<file path="src/rtl/ptm_pkg.sv">
// shared types, constants and helpers for the four-level page table manager
// no dependencies
package ptm_pkg;

  localparam int TABLE_PAGES_DEF = 64;
  localparam int IDX_W  = 9;
  localparam int PAGE_W = 40;
  localparam int VA_W   = 64;
  localparam int PA_W   = 52;
  localparam int FL_W   = 3;
  localparam int ENT_W  = 64;

  localparam logic [1:0] FN_MAP       = 2'd0;
  localparam logic [1:0] FN_UNMAP     = 2'd1;
  localparam logic [1:0] FN_PROTECT   = 2'd2;
  localparam logic [1:0] FN_TRANSLATE = 2'd3;

  localparam int E_P    = 0;
  localparam int E_WR   = 1;
  localparam int E_US   = 2;
  localparam int E_HUGE = 7;
  localparam int E_NX   = 63;

  localparam int FL_WRITE = 0;
  localparam int FL_USER  = 1;
  localparam int FL_EXEC  = 2;

  typedef struct packed {
    logic              ok;
    logic [PA_W-1:0]   addr;
    logic [FL_W-1:0]   flags;
  } res_t;

  typedef struct packed {
    logic clearing;
    logic busy;
  } walk_status_t;

  function automatic logic [ENT_W-1:0] make_entry(input logic [PAGE_W-1:0] page,
                                                  input logic [FL_W-1:0] fl);
    logic [ENT_W-1:0] e;
    e = '0;
    e[51:12] = page;
    e[E_P]   = 1'b1;
    e[E_WR]  = fl[FL_WRITE];
    e[E_US]  = fl[FL_USER];
    e[E_NX]  = ~fl[FL_EXEC];
    return e;
  endfunction

endpackage

</file>
<file path="src/rtl/ptm_walker.sv">
// walk sequencer: request checks, level reads, table allocation, leaf update
// depends on ptm_pkg; drives the ports of ptm_store
module ptm_walker
  import ptm_pkg::*;
#(
  parameter int TABLE_PAGES = TABLE_PAGES_DEF,
  parameter int DEPTH       = TABLE_PAGES * 512,
  parameter int AW          = $clog2(DEPTH)
) (
  input  logic              clk,
  input  logic              rst_n,
  input  logic [PAGE_W-1:0] base_page,
  input  logic              req_valid,
  output logic              req_ready,
  input  logic [1:0]        req_func,
  input  logic [VA_W-1:0]   req_va,
  input  logic [PA_W-1:0]   req_pa,
  input  logic [FL_W-1:0]   req_flags,
  output logic              mem_we,
  output logic [AW-1:0]     mem_waddr,
  output logic [ENT_W-1:0]  mem_wdata,
  output logic              mem_re,
  output logic [AW-1:0]     mem_raddr,
  input  logic [ENT_W-1:0]  mem_rdata,
  output logic              res_valid,
  input  logic              res_ready,
  output res_t              res,
  output walk_status_t      status
);

  localparam int TW = (TABLE_PAGES > 1) ? $clog2(TABLE_PAGES) : 1;
  localparam int NW = $clog2(TABLE_PAGES + 1);

  localparam logic [2:0] S_WIPE = 3'd0;
  localparam logic [2:0] S_IDLE = 3'd1;
  localparam logic [2:0] S_READ = 3'd2;
  localparam logic [2:0] S_EVAL = 3'd3;
  localparam logic [2:0] S_ZERO = 3'd4;
  localparam logic [2:0] S_LINK = 3'd5;
  localparam logic [2:0] S_DONE = 3'd6;

  logic [2:0]        state_r, state_nxt;
  logic [1:0]        func_r, func_nxt;
  logic [47:0]       va_r, va_nxt;
  logic [PAGE_W-1:0] pa_r, pa_nxt;
  logic [FL_W-1:0]   flags_r, flags_nxt;
  logic              user_r, user_nxt;
  logic [1:0]        lvl_r, lvl_nxt;
  logic [TW-1:0]     tbl_r, tbl_nxt;
  logic [TW-1:0]     child_r, child_nxt;
  logic [NW-1:0]     nft_r, nft_nxt;
  logic [AW-1:0]     cnt_r, cnt_nxt;
  logic [AW-1:0]     pos_r, pos_nxt;
  logic [ENT_W-1:0]  link_r, link_nxt;
  res_t              res_r, res_nxt;

  logic [IDX_W-1:0]  idx_sel;
  logic [AW-1:0]     cur_pos;
  logic [PAGE_W-1:0] diff;
  logic [PAGE_W-1:0] child_page;
  logic              pre_ok;
  logic              canon;
  logic [ENT_W-1:0]  e;

  always_comb begin
    case (lvl_r)
      2'd0:    idx_sel = va_r[47:39];
      2'd1:    idx_sel = va_r[38:30];
      2'd2:    idx_sel = va_r[29:21];
      default: idx_sel = va_r[20:12];
    endcase
  end

  assign cur_pos    = AW'({tbl_r, idx_sel});
  assign e          = mem_rdata;
  assign diff       = e[51:12] - base_page;
  assign child_page = base_page + PAGE_W'(nft_r);
  assign canon      = (req_va[63:48] == 16'h0000) || (req_va[63:48] == 16'hffff);

  always_comb begin
    case (req_func)
      FN_MAP:     pre_ok = (req_va[11:0] == 12'h0) && (req_pa[11:0] == 12'h0) && canon;
      FN_UNMAP:   pre_ok = (req_va[11:0] == 12'h0);
      FN_PROTECT: pre_ok = (req_va[11:0] == 12'h0);
      default:    pre_ok = 1'b1;
    endcase
  end

  always_comb begin
    state_nxt = state_r;
    func_nxt  = func_r;
    va_nxt    = va_r;
    pa_nxt    = pa_r;
    flags_nxt = flags_r;
    user_nxt  = user_r;
    lvl_nxt   = lvl_r;
    tbl_nxt   = tbl_r;
    child_nxt = child_r;
    nft_nxt   = nft_r;
    cnt_nxt   = cnt_r;
    pos_nxt   = pos_r;
    link_nxt  = link_r;
    res_nxt   = res_r;
    mem_we    = 1'b0;
    mem_waddr = cur_pos;
    mem_wdata = '0;
    mem_re    = 1'b0;
    mem_raddr = cur_pos;
    case (state_r)
      S_WIPE: begin
        mem_we    = 1'b1;
        mem_waddr = cnt_r;
        cnt_nxt   = cnt_r + 1'b1;
        if (cnt_r == AW'(DEPTH - 1)) begin
          state_nxt = S_IDLE;
        end
      end
      S_IDLE: begin
        if (req_valid) begin
          func_nxt  = req_func;
          va_nxt    = req_va[47:0];
          pa_nxt    = req_pa[51:12];
          flags_nxt = req_flags;
          user_nxt  = req_flags[FL_USER] && ((req_func == FN_MAP) || (req_func == FN_PROTECT));
          lvl_nxt   = 2'd0;
          tbl_nxt   = '0;
          res_nxt   = '0;
          state_nxt = pre_ok ? S_READ : S_DONE;
        end
      end
      S_READ: begin
        mem_re    = 1'b1;
        state_nxt = S_EVAL;
      end
      S_EVAL: begin
        state_nxt = S_DONE;
        if (lvl_r != 2'd3) begin
          if (!e[E_P]) begin
            if ((func_r == FN_MAP) && (nft_r < NW'(TABLE_PAGES))) begin
              child_nxt = TW'(nft_r);
              nft_nxt   = nft_r + 1'b1;
              pos_nxt   = cur_pos;
              cnt_nxt   = '0;
              link_nxt  = '0;
              link_nxt[51:12] = child_page;
              link_nxt[E_P]   = 1'b1;
              link_nxt[E_WR]  = 1'b1;
              link_nxt[E_US]  = user_r;
              state_nxt = S_ZERO;
            end
          end else if (!e[E_HUGE]) begin
            if (user_r) begin
              mem_we         = 1'b1;
              mem_wdata      = e;
              mem_wdata[E_US] = 1'b1;
            end
            if (diff < PAGE_W'(TABLE_PAGES)) begin
              tbl_nxt   = TW'(diff);
              lvl_nxt   = lvl_r + 1'b1;
              state_nxt = S_READ;
            end
          end
        end else begin
          case (func_r)
            FN_MAP: begin
              if (!e[E_P]) begin
                mem_we     = 1'b1;
                mem_wdata  = make_entry(pa_r, flags_r);
                res_nxt.ok = 1'b1;
              end
            end
            FN_UNMAP: begin
              if (e[E_P]) begin
                mem_we       = 1'b1;
                res_nxt.ok   = 1'b1;
                res_nxt.addr = {e[51:12], 12'h000};
              end
            end
            FN_PROTECT: begin
              if (e[E_P]) begin
                mem_we     = 1'b1;
                mem_wdata  = make_entry(e[51:12], flags_r);
                res_nxt.ok = 1'b1;
              end
            end
            default: begin
              if (e[E_P]) begin
                res_nxt.ok    = 1'b1;
                res_nxt.addr  = {e[51:12], va_r[11:0]};
                res_nxt.flags = {~e[E_NX], e[E_US], e[E_WR]};
              end
            end
          endcase
        end
      end
      S_ZERO: begin
        mem_we    = 1'b1;
        mem_waddr = AW'({child_r, cnt_r[IDX_W-1:0]});
        cnt_nxt   = cnt_r + 1'b1;
        if (cnt_r[IDX_W-1:0] == {IDX_W{1'b1}}) begin
          state_nxt = S_LINK;
        end
      end
      S_LINK: begin
        mem_we    = 1'b1;
        mem_waddr = pos_r;
        mem_wdata = link_r;
        tbl_nxt   = child_r;
        lvl_nxt   = lvl_r + 1'b1;
        state_nxt = S_READ;
      end
      S_DONE: begin
        if (res_ready) begin
          state_nxt = S_IDLE;
        end
      end
      default: begin
        state_nxt = S_IDLE;
      end
    endcase
  end

  always_ff @(posedge clk) begin
    if (!rst_n) begin
      state_r <= S_WIPE;
      nft_r   <= NW'(1);
      cnt_r   <= '0;
    end else begin
      state_r <= state_nxt;
      nft_r   <= nft_nxt;
      cnt_r   <= cnt_nxt;
    end
  end

  always_ff @(posedge clk) begin
    func_r  <= func_nxt;
    va_r    <= va_nxt;
    pa_r    <= pa_nxt;
    flags_r <= flags_nxt;
    user_r  <= user_nxt;
    lvl_r   <= lvl_nxt;
    tbl_r   <= tbl_nxt;
    child_r <= child_nxt;
    pos_r   <= pos_nxt;
    link_r  <= link_nxt;
    res_r   <= res_nxt;
  end

  assign req_ready       = (state_r == S_IDLE);
  assign res_valid       = (state_r == S_DONE);
  assign res             = res_r;
  assign status.clearing = (state_r == S_WIPE);
  assign status.busy     = (state_r != S_IDLE);

endmodule

</file>
<file path="config.mk">
export PLATFORM = sky130hd
export DESIGN_NAME = ptm_walker
export DESIGN_NICKNAME = d
export VERILOG_FILES = /design/src/rtl/ptm_pkg.sv /design/src/rtl/ptm_walker.sv
export SDC_FILE = /design/constraint.sdc
export NUM_CORES = 1
export LEC_CHECK = 0
export BUFFER_PORTS_ARGS = -buffer_cell sky130_fd_sc_hd__buf_4
export CORE_ASPECT_RATIO = 1.1
export CORE_MARGIN = 8
export CORE_UTILIZATION = 48
export DETAILED_ROUTE_END_ITERATION = 8
export GPL_TIMING_DRIVEN = 0
export PLACE_DENSITY = 0.73
export REMOVE_ABC_BUFFERS = 1
export SYNTH_ARGS = -nofsm -noshare
export SYNTH_HDL_FRONTEND = slang
export SYNTH_SLANG_ARGS = --single-unit
</file>
<file path="constraint.sdc">
create_clock -name clk -period 4.2 [get_ports clk]
set_input_delay 0.84 -clock clk [delete_from_list [all_inputs] [get_ports clk]]
set_output_delay 0.84 -clock clk [all_outputs]
set_load 0.01 [all_outputs]
</file>
==> flow_summary.toml <==
[placement]
place_inst = 2037
gp_congestion = 0.909
port_buffers = 383
dp_hpwl_um = 36100

[synth]
synth_ff_type = "edfxtp_1"
synth_edf_count = 220
synth_xor_area_share_pct = 4.78
yosysTopAreaCellShare_pct = 46.9
netlist_area_mm2 = 0.0141
yosys_warnings = 0
synthCells = 1333
synthMuxAreaShare_pct = 1.58
synth_top_family_by_area = "compound AO/OA/AOI/OAI gates"
synthDistinctLibCells = 85
avgSynthCellArea_um2 = 10.6
ys_ff_latch = 245
synthTopCellsByArea = "edfxtp_1 47%, ha_1 5.3%, nor2_1 3.6%"
async_reset_ff_share_pct = 0
synth_simple_gate_area_share_pct = 16.6
synth_area_leader_cell = "edfxtp_1"
synth-compound-area-share_pct = 16.6
ys_seq_area_share_pct = 50.4
synth_adder_area_share_pct = 5.61

[grt]
use_met2_pct = 43.6
track_usage_pct = 25.2
grtUsageMet3_pct = 4.90
grtUsageMet1_pct = 32.0
grt.busiest_layer = "met2"
antenna_found_initial = 2
grt_pass1_vias = 12200
grt_max_degree = 60
grt_pass1_wl_um = 70700
overflow = 0

[route]
vias = 12200
drc = 0
vias_per_cell = 5.86
ant_nets = 0
wl_um = 46500
drt_iter0_markers = 883
wl_per_cell_um = 22.2
firstDrtPassIters = 5

[clock_network]
cts-buffers-inserted = 27
cts_tree = "done"
htreeDepth = 1
clkLatencyLatePin_ns = 0.55
clock-sinks = 245
clk_path_buf_depth = 3
clk_pin_slew_ns = 0.06
ctsHoldBuffers = 0
cts_root_buffer = "clkbuf_16"

[layout]
register_area_mm2 = 0.00711
syn_to_final_growth_pct = 30.7
mostFrequentLayoutCell = "buf_4"
layout_common_cells = "383 x buf_4, 220 x edfxtp_1, 134 x nor2_1, 99 x nand2_1, 77 x inv_1"
nFillCells = 2460
fin_nets = 1984
fin_cells = 2089
multiInputGateArea_mm2 = 0.00646
drive_gt1_share_pct = 28.1

[hold_path]
min-delay-start = "req_pa[16]"
hold_class = "primary input to register"
min_path_cells = 1
hold_end = "pa_r[4]"

[timing]
finalCriticalPeriod_ns = 3.94
tns_ns = 0
worst_pin_slew_ns = 1.34
min_period_over_period_pct = 93.7
skew_ns = 0.00824
slew_violations = 0
slew_headroom_pct = 10.6
finalSetupViolCount = 0
fmax_ghz = 0.254
hold_viol_final = 0
rsz0062_at_grt = "no"

[flow_run]
drv_cap = 0

[setup_path]
worstSetupPathType = "register to primary output"
crit_fanout = 41
r2r_setup_slack_ns = 0.41
critical_path.max_stage_delay_ns = 0.54
cp_top_family = "simple AND/OR/NAND/NOR gates"
rr_startpoint = "nft_r[0]"
path_cells = "nor2b_4, buf_12, nand2_2, clkinv_4, nand2_4, buf_16, nor2_1, a221o_1, buf_4"
crit_path_end_kind = "primary output"
start_kind = "register"
cp.arrival_ns = 3.10
cp_num_buf_inv = 4
r2r_cells = 13
slowest_stage = "dfxtp_2"
required_ns = 3.36
r2r_end = "link_r[48]"

[power]
p_leak_nw = 7.63
ir_drop_v = 0.000318
powerDensity_mw_per_mm2 = 316

[floorplanning]
chipWidth_um = 179
rows = 66
ioPinCount = 385
coreArea_mm2 = 0.0292
dieArea_mm2 = 0.0351
die_h_um = 196
start_util_pct = 48.2

[outcome]
outcome = "completed"
## how the worst max path moves through the flow
stage	from	end	slack (ns)	cells after the start
3_5_place_dp	mem_rdata[12]	lvl_r[1]	-0.74	14
2_1_floorplan	state_r[0]	mem_wdata[12]	-1.33	4
5_1_grt	mem_rdata[12]	tbl_r[4]	0.07	15
4_1_cts	lvl_r[0]	lvl_r[1]	0.03	10
3_3_place_gp	state_r[0]	mem_wdata[36]	-6.20	5
6_report	state_r[0]	mem_wdata[25]	0.26	9
## metrics by stage
step / worst slack, ns / power (W) / cell area, µm² / hold WS, ns / util [%]
after global routing: 0.0659 / 0.00602 / 18400 / 0.447 / 63.1
after detailed placement: -0.744 / 0.00345 / 17500 / 0.454 / 59.7
after CTS: 0.0340 / 0.00586 / 18400 / 0.439 / 62.9
final: 0.264 / 0.00583 / 18400 / 0.462 / 63.1
after floorplan: -1.33 / 0.00311 / 13800 / 0.427 / -
after global placement: -6.20 / 0.00345 / 17100 / 0.447 / 58.6
## synthesized netlist by cell type (9+ instances only)
cell,instances
a21o_1,23
a21oi_1,55
a221o_1,41
a222oi_1,9
a22oi_1,50
and2_1,17
and3_1,70
clkbuf_1,49
dfxtp_1,25
edfxtp_1,220
ha_1,60
inv_1,77
mux2i_1,20
nand2_1,101
nand2b_1,17
nand3_1,19
nand4_1,24
nor2_1,135
nor3_1,29
nor4_1,15
o21ai_0,39
o22ai_1,9
xnor2_1,49
xor2_1,28
## timing repair
item,4_1_cts,5_1_grt
buffers inserted,0,1
endpoints found under the setup margin,73,24
resized for setup,7,4
pin swaps,0,1
## layout make-up
| cell class | instances | area share [%] |
|---|---|---|
| repair buffers | 397 | 17.2 |
| inverters | 79 | 1.64 |
| diodes | 1 | 0.0136 |
| multi-input cells | 943 | 35.0 |
| clock buffers | 32 | 3.98 |
| clock inverters | 18 | 1.00 |
| flip-flops and latches | 245 | 38.6 |
| well taps | 374 | 2.54 |
## report_power, final
| part | leakage, nW | internal, W | switching, W | total [W] |
|---|---|---|---|---|
| Sequential | 2.22 | 0.00264 | 0.00000347 | 0.00264 |
| Combinational | 4.96 | 0.000348 | 0.000427 | 0.000774 |
| Clock | 0.447 | 0.00144 | 0.000981 | 0.00242 |
| Total | 7.63 | 0.00442 | 0.00141 | 0.00583 |
## cell families after synthesis
family          after synthesis
mux                          22
buf+inv                     145
fa+ha+maj                    62
other cells                   1
xor+xnor                     77
flops                       245
compound gates              315
simple gates                466
## routing by layer
| layer | routed length (µm) | up-vias |
|---|---|---|
| li1 | - | 5767 |
| met4 | 953 | 2 |
| met2 | 22900 | 474 |
| met5 | 13 | - |
| met3 | 3370 | 56 |
| met1 | 19200 | 5936 |
## sequential cells by signal (all words and copies together) (netlist names)
register	flops
lvl_r	2
va_r	48
link_r	41
child_r	6
user_r	1
func_r	2
tbl_r	6
flags_r	3
cnt_r	15
pa_r	40
res	56
pos_r	15
nft_r	7
state_r	3
Note: power is estimated with default switching activity, not from simulation.
